### src/rtl/core/pprk4_pkg.sv
// Shared types, constants and micro-op decode for the predator-prey RK4 stepper.
package pprk4_pkg;

   // Signed internal word: stage states, derivatives, products, sums.
   localparam int DW      = 52;
   // Magnitude of an internal word.
   localparam int MW      = DW - 1;
   // Multiplier digit: the B magnitude is consumed in DIG_N digits, MSB first.
   localparam int DIG_W   = 17;
   localparam int DIG_N   = MW / DIG_W;
   localparam int ACC_W   = 2 * MW;
   // Divide-by-six unit retires one nibble per cycle.
   localparam int DIV_STEPS = DW / 4;
   localparam int DIV_CW    = $clog2(DIV_STEPS);

   // Internal saturation limit 2^47-1, and a wide limit used only for the final
   // increment (anything that large clamps the population anyway).
   localparam logic [MW-1:0] INT_LIM = MW'((64'd1 << 47) - 64'd1);
   localparam logic [MW-1:0] BIG_LIM = {MW{1'b1}};

   localparam logic [1:0] LAST_STAGE = 2'd3;
   localparam logic [2:0] LAST_OP    = 3'd6;

   // Configuration register indexes.
   localparam logic [2:0] REG_PREY_GROWTH   = 3'd0;
   localparam logic [2:0] REG_PREDATION     = 3'd1;
   localparam logic [2:0] REG_PREDATOR_GAIN = 3'd2;
   localparam logic [2:0] REG_PREDATOR_DEATH = 3'd3;
   localparam logic [2:0] REG_TIME_STEP     = 3'd4;
   localparam logic [2:0] REG_INITIAL_PREY  = 3'd5;
   localparam logic [2:0] REG_INITIAL_PRED  = 3'd6;

   localparam logic [31:0] RST_PREY_GROWTH    = 32'd6710886;
   localparam logic [31:0] RST_PREDATION      = 32'd16777;
   localparam logic [31:0] RST_PREDATOR_GAIN  = 32'd16777;
   localparam logic [31:0] RST_PREDATOR_DEATH = 32'd15099494;
   localparam logic [23:0] RST_TIME_STEP      = 24'd167772;
   localparam logic [31:0] RST_INITIAL_PREY   = 32'd32768000;
   localparam logic [31:0] RST_INITIAL_PRED   = 32'd32768000;

   typedef enum logic [3:0] {
      OPD_SR, OPD_SF, OPD_RF, OPD_KR, OPD_KF, OPD_SUMR, OPD_SUMF,
      OPD_CA, OPD_CB, OPD_CC, OPD_CD, OPD_DT
   } opnd_type;

   typedef enum logic [1:0] { SH_POP, SH_COEF, SH_HALF } shift_type;

   typedef enum logic [2:0] {
      DST_RF, DST_TMP, DST_KR, DST_KF, DST_SR, DST_SF, DST_INCR, DST_INCF
   } dst_type;

   typedef struct packed {
      opnd_type  a_sel;
      opnd_type  b_sel;
      shift_type shift;
      logic      big;     // use the wide limit
      dst_type   dst;
      logic      acc_r;   // fold kr into the prey sum
      logic      acc_f;   // fold kf into the predator sum
      logic      dbl;     // weight two for the fold
   } uop_type;

   typedef enum logic [2:0] {
      ST_IDLE, ST_LOAD, ST_OPND, ST_MUL, ST_SAT, ST_WB, ST_DIV, ST_FIN
   } state_type;

   typedef struct packed {
      logic       accept;
      logic       load;
      logic       opnd;
      logic       mul;
      logic       mul_first;
      logic [1:0] dig;
      logic       sat;
      logic       wb;
      logic       div_step;
      logic       commit;
      uop_type    uop;
   } cmd_type;

   typedef struct packed {
      logic rsp_busy;
   } stat_type;

   // One derivative evaluation (ops 0..4) and one stage update (ops 5..6).
   function automatic uop_type uop_decode(input logic [1:0] stage, input logic [2:0] op);
      uop_type u;
      logic    last;
      logic    mid;
      last = (stage == LAST_STAGE);
      mid  = (stage == 2'd1) || (stage == 2'd2);
      u = '{a_sel: OPD_SR, b_sel: OPD_SF, shift: SH_POP, big: 1'b0, dst: DST_RF,
            acc_r: 1'b0, acc_f: 1'b0, dbl: mid};
      unique case (op)
         3'd0: begin
            u.a_sel = OPD_SR; u.b_sel = OPD_SF; u.shift = SH_POP; u.dst = DST_RF;
         end
         3'd1: begin
            u.a_sel = OPD_CA; u.b_sel = OPD_SR; u.shift = SH_COEF; u.dst = DST_TMP;
         end
         3'd2: begin
            u.a_sel = OPD_CB; u.b_sel = OPD_RF; u.shift = SH_COEF; u.dst = DST_KR;
         end
         3'd3: begin
            u.a_sel = OPD_CC; u.b_sel = OPD_RF; u.shift = SH_COEF; u.dst = DST_TMP;
            u.acc_r = 1'b1;
         end
         3'd4: begin
            u.a_sel = OPD_CD; u.b_sel = OPD_SF; u.shift = SH_COEF; u.dst = DST_KF;
         end
         3'd5: begin
            u.a_sel = OPD_DT;
            u.acc_f = 1'b1;
            if (last) begin
               u.b_sel = OPD_SUMR; u.shift = SH_COEF; u.big = 1'b1; u.dst = DST_INCR;
            end else begin
               u.b_sel = OPD_KR; u.dst = DST_SR;
               u.shift = (stage == 2'd2) ? SH_COEF : SH_HALF;
            end
         end
         3'd6: begin
            u.a_sel = OPD_DT;
            if (last) begin
               u.b_sel = OPD_SUMF; u.shift = SH_COEF; u.big = 1'b1; u.dst = DST_INCF;
            end else begin
               u.b_sel = OPD_KF; u.dst = DST_SF;
               u.shift = (stage == 2'd2) ? SH_COEF : SH_HALF;
            end
         end
         default: begin
            u.dst = DST_RF;
         end
      endcase
      return u;
   endfunction

endpackage

### src/rtl/core/pprk4_ctrl.sv
// Sequencer for the RK4 step: walks stages, micro-ops, multiplier digits and divide steps.
module pprk4_ctrl (
   input  logic                clock,
   input  logic                reset,
   input  logic                req_tvalid,
   output logic                req_tready,
   input  pprk4_pkg::stat_type stat,
   output pprk4_pkg::cmd_type  cmd
);
   import pprk4_pkg::*;

   state_type          state_ff, state_in;
   logic [1:0]         stage_ff, stage_in;
   logic [2:0]         op_ff, op_in;
   logic [1:0]         dig_ff, dig_in;
   logic [DIV_CW-1:0]  div_ff, div_in;

   always_ff @(posedge clock) begin
      if (reset) begin
         state_ff <= ST_IDLE;
         stage_ff <= '0;
         op_ff    <= '0;
         dig_ff   <= '0;
         div_ff   <= '0;
      end else begin
         state_ff <= state_in;
         stage_ff <= stage_in;
         op_ff    <= op_in;
         dig_ff   <= dig_in;
         div_ff   <= div_in;
      end
   end

   // next state
   always_comb begin
      state_in = state_ff;
      stage_in = stage_ff;
      op_in    = op_ff;
      dig_in   = dig_ff;
      div_in   = div_ff;
      unique case (state_ff)
         ST_IDLE: begin
            if (req_tvalid) begin
               state_in = ST_LOAD;
            end
         end
         ST_LOAD: begin
            stage_in = '0;
            op_in    = '0;
            state_in = ST_OPND;
         end
         ST_OPND: begin
            dig_in   = 2'(DIG_N - 1);
            state_in = ST_MUL;
         end
         ST_MUL: begin
            if (dig_ff == '0) begin
               state_in = ST_SAT;
            end else begin
               dig_in = dig_ff - 2'd1;
            end
         end
         ST_SAT: begin
            state_in = ST_WB;
         end
         ST_WB: begin
            if (op_ff == LAST_OP) begin
               op_in = '0;
               if (stage_ff == LAST_STAGE) begin
                  div_in   = '0;
                  state_in = ST_DIV;
               end else begin
                  stage_in = stage_ff + 2'd1;
                  state_in = ST_OPND;
               end
            end else begin
               op_in    = op_ff + 3'd1;
               state_in = ST_OPND;
            end
         end
         ST_DIV: begin
            if (div_ff == DIV_CW'(DIV_STEPS - 1)) begin
               state_in = ST_FIN;
            end else begin
               div_in = div_ff + DIV_CW'(1);
            end
         end
         ST_FIN: begin
            if (!stat.rsp_busy) begin
               state_in = ST_IDLE;
            end
         end
         default: begin
            state_in = ST_IDLE;
         end
      endcase
   end

   // outputs
   always_comb begin
      cmd           = '0;
      cmd.uop       = uop_decode(stage_ff, op_ff);
      cmd.dig       = dig_ff;
      req_tready    = 1'b0;
      unique case (state_ff)
         ST_IDLE: begin
            req_tready = 1'b1;
            cmd.accept = req_tvalid;
         end
         ST_LOAD: cmd.load = 1'b1;
         ST_OPND: cmd.opnd = 1'b1;
         ST_MUL: begin
            cmd.mul       = 1'b1;
            cmd.mul_first = (dig_ff == 2'(DIG_N - 1));
         end
         ST_SAT:  cmd.sat = 1'b1;
         ST_WB:   cmd.wb = 1'b1;
         ST_DIV:  cmd.div_step = 1'b1;
         ST_FIN:  cmd.commit = !stat.rsp_busy;
         default: cmd.load = 1'b0;
      endcase
   end

endmodule

### config.mk
export PLATFORM = sky130hd
export DESIGN_NAME = pprk4_ctrl
export DESIGN_NICKNAME = d
export VERILOG_FILES = /design/src/rtl/core/pprk4_pkg.sv /design/src/rtl/core/pprk4_ctrl.sv
export SDC_FILE = /design/constraint.sdc
export NUM_CORES = 1
export LEC_CHECK = 0
export ABC_CLOCK_PERIOD_IN_PS = 2900
export BUFFER_PORTS_ARGS = -buffer_cell sky130_fd_sc_hd__buf_4
export CAP_MARGIN = 20
export CORE_AREA = 2 2 44 56
export DETAILED_ROUTE_END_ITERATION = 6
export DIE_AREA = 0 0 46 58
export PLACE_DENSITY = 0.88
export SKIP_CTS_REPAIR_TIMING = 1
export SLEW_MARGIN = 20
export SYNTH_ARGS = -nofsm -noshare
export SYNTH_HDL_FRONTEND = slang
export SYNTH_SLANG_ARGS = --single-unit
export TNS_END_PERCENT = 100
### constraint.sdc
create_clock -name clock -period 2.9 [get_ports clock]
set_input_delay 0.29 -clock clock [delete_from_list [all_inputs] [get_ports clock]]
set_output_delay 0.29 -clock clock [all_outputs]
set_load 0.02 [all_outputs]
==> flow_metrics.env <==
export IMPL_outcome="finished clean"
export IMPL_synth_commonest_cells="dfxtp_1 (14), nor2_1 (11), inv_1 (10), a21oi_1 (9), nand2b_1 (8)"
export IMPL_end_kind="output port"
export IMPL_track_usage_pct=20.2
export IMPL_final_max_slew_violation_count=0
export IMPL_p_leak_uw=0.000649
export IMPL_critPathMaxFanout=13
export IMPL_max_slew_margin_pct=64.4
export IMPL_clock_root_buffer="clkbuf_4"
export IMPL_ys_ff_latch=14
export IMPL_worst_pin_slew_ps=534
export IMPL_clock_latency_ps=280
export IMPL_die_area_um2=2670
export IMPL_vias=1069
export IMPL_required_ps=2610
export IMPL_initial_core_util_pct=52.6
export IMPL_synthesis_nets=150
export IMPL_rsz0062_at_grt="false"
export IMPL_async_flop_share_pct=0
export IMPL_grt_overflow_total=0
export IMPL_post_route_period_util_pct=70.1
export IMPL_synth_most_common_cell="dfxtp_1"
export IMPL_power_uw=465
export IMPL_routed_wl_um=2540
export IMPL_drcViolationCount=0
export IMPL_powerDensity_nw_per_um2=340
export IMPL_syn_area_per_cell_um2=8.10
export IMPL_rows=19
export IMPL_drtIter0Drc=21
export IMPL_setup_ws_ps=867
export IMPL_synth_cells=139
export IMPL_numCtsBuffers=3
export IMPL_core_area_um2=2140
export IMPL_max_vdd_ir_drop_mv=0.356
export IMPL_vias_per_cell=5.78
export IMPL_min_period_ps=2030
export IMPL_grt_max_degree=19
export IMPL_fin_skew_ps=9.05
export IMPL_cts_max_level=1
export IMPL_yosysTopAreaCellShare_pct=24.9
export IMPL_post_route_util_pct=63.8
export IMPL_portBuffers=31
export IMPL_avgRoutedWirePerCell_um=13.7
export IMPL_clk_path_buf_depth=2
export IMPL_path_clk_slew_ps=90
export IMPL_synth_edf_count=0
export IMPL_grt_pass1_wl_um=4090
export IMPL_cts_tree="done"
export IMPL_path_class="register to output port"
export IMPL_drive_gt1_share_pct=23.8
export IMPL_hp_class="input port to register"
export IMPL_synth_seq_area_share_pct=24.9
export IMPL_firstDrtPassIters=4
export IMPL_synth_top_area_cell="dfxtp_1"
export IMPL_dp_hpwl_um=1920
export IMPL_max_cap_violations=0
export IMPL_ios=33
export IMPL_yosys_warnings=0
export IMPL_gp_congestion=0.771
export IMPL_hold_viol_final=0
export IMPL_cts_sinks=14
export IMPL_fin_tns_setup_ps=0
export IMPL_fmax_ghz=0.492
export IMPL_arrival_ps=1740
export IMPL_n_fill_cell=191
export IMPL_antenna_found_initial=0
export IMPL_syn_area_um2=1130
export IMPL_finalNetCount=176
export IMPL_ys_flop_type="dfxtp_1"
export IMPL_synth_cell_type_count=52
export IMPL_synthToLayoutAreaGrowth_pct=21.2
export IMPL_n_antenna_cell=0
export IMPL_antenna_left=0
export IMPL_synth_area_leaders="dfxtp_1 (25%), ha_1 (7.8%), nand2b_1 (4.4%), a21oi_1 (4.0%), nor2_1 (3.7%)"
export IMPL_die_w_um=46
export IMPL_grt_pass1_vias=925
export IMPL_pre_cts_ws_ps=1180
export IMPL_die_h_um=58
export IMPL_startpoint_type="register"
export IMPL_finalSetupViolCount=0
registers in the layout (all words and copies together) (netlist names):
register / count
op_ff: 3
div_ff: 4
dig_ff: 2
state_ff: 3
stage_ff: 2
logic make-up after synthesis:
| group | after synthesis | synth area share [%] |
|---|---|---|
| and+or+nand+nor | 56 | 31.3 |
| AOI/OAI and AO/OA | 36 | 23.4 |
| buffers and inverters | 21 | 8.67 |
| DFF | 14 | 24.9 |
| adders and majority gates | 7 | 7.78 |
| muxes | 3 | 2.78 |
| other | 1 | 0.333 |
| xor gates and xnor gates | 1 | 0.778 |
power by group:
group	total (uW)	internal, uW	switching [uW]	leakage (uW)
logic	102	49.2	52.9	0.000515
registers	221	199	21.9	0.000113
clock network	142	76.3	65.3	0.0000210
path summary, 6_finish.rpt:
kind	start	to	slack, ps	cells past startpoint
worst min register to register	div_ff[3]$_SDFFE_PP0P_	div_ff[3]$_SDFFE_PP0P_	510	2
worst min-delay path	reset	op_ff[1]$_SDFFE_PP0P_	300	2
worst max-delay path	op_ff[2]$_SDFFE_PP0P_	cmd[10]	870	4
worst max register to register	op_ff[0]$_SDFFE_PP0P_	op_ff[2]$_SDFFE_PP0P_	1210	6
final cells by class:
cell class	count	area, um2	area share (%)
inverters	11	41.3	3.02
multi-input cells	104	748	54.8
flip-flops and latches	14	280	20.5
well taps	21	26.3	1.92
clock buffers	4	36.3	2.66
repair buffers	31	233	17.0
metal layers:
layer / wire [um] / vias up / GRT usage [%]
li1: - / 543 / -
met1: 1040 / 484 / 24.6
met2: 1330 / 38 / 35.1
met3: 135 / 4 / 2.18
met4: 33 / 0 / 7.35
met5: 0 / - / 0
critical path, cell delays in order (launching register included):
cell and delay (ps):
dfxtp_1 560, inv_1 200, ha_1 300, a211o_1 250, buf_4 160
through the flow:
step	cells	cell area, um2	hold WS [ps]
detailed placement	181	1330	496
global placement	181	1330	472
CTS	185	1370	298
floorplan	139	1130	457
global route	185	1370	322
finish	185	1370	301
cells in the final DEF, fill, tap and decap left out, types with 2 or more instances in the layout:
cell      netlist  layout
a21boi_0        2       2
a21oi_1         9       9
and2_1          4       4
and3b_1         2       2
and4bb_1        2       2
buf_4           1      31
clkbuf_4        0       3
dfxtp_1        14      14
ha_1            7       7
inv_1          10      10
mux2i_1         2       2
nand2_1         7       7
nand2b_1        8       8
nand3b_1        2       2
nor2_1         11      11
nor2b_1         2       2
nor3_1          6       6
nor3b_1         3       3
nor4bb_1        2       2
o21ai_1         4       4
o21ba_1         2       2
o21bai_1        2       2
Note: power is estimated with default switching activity, not from simulation.
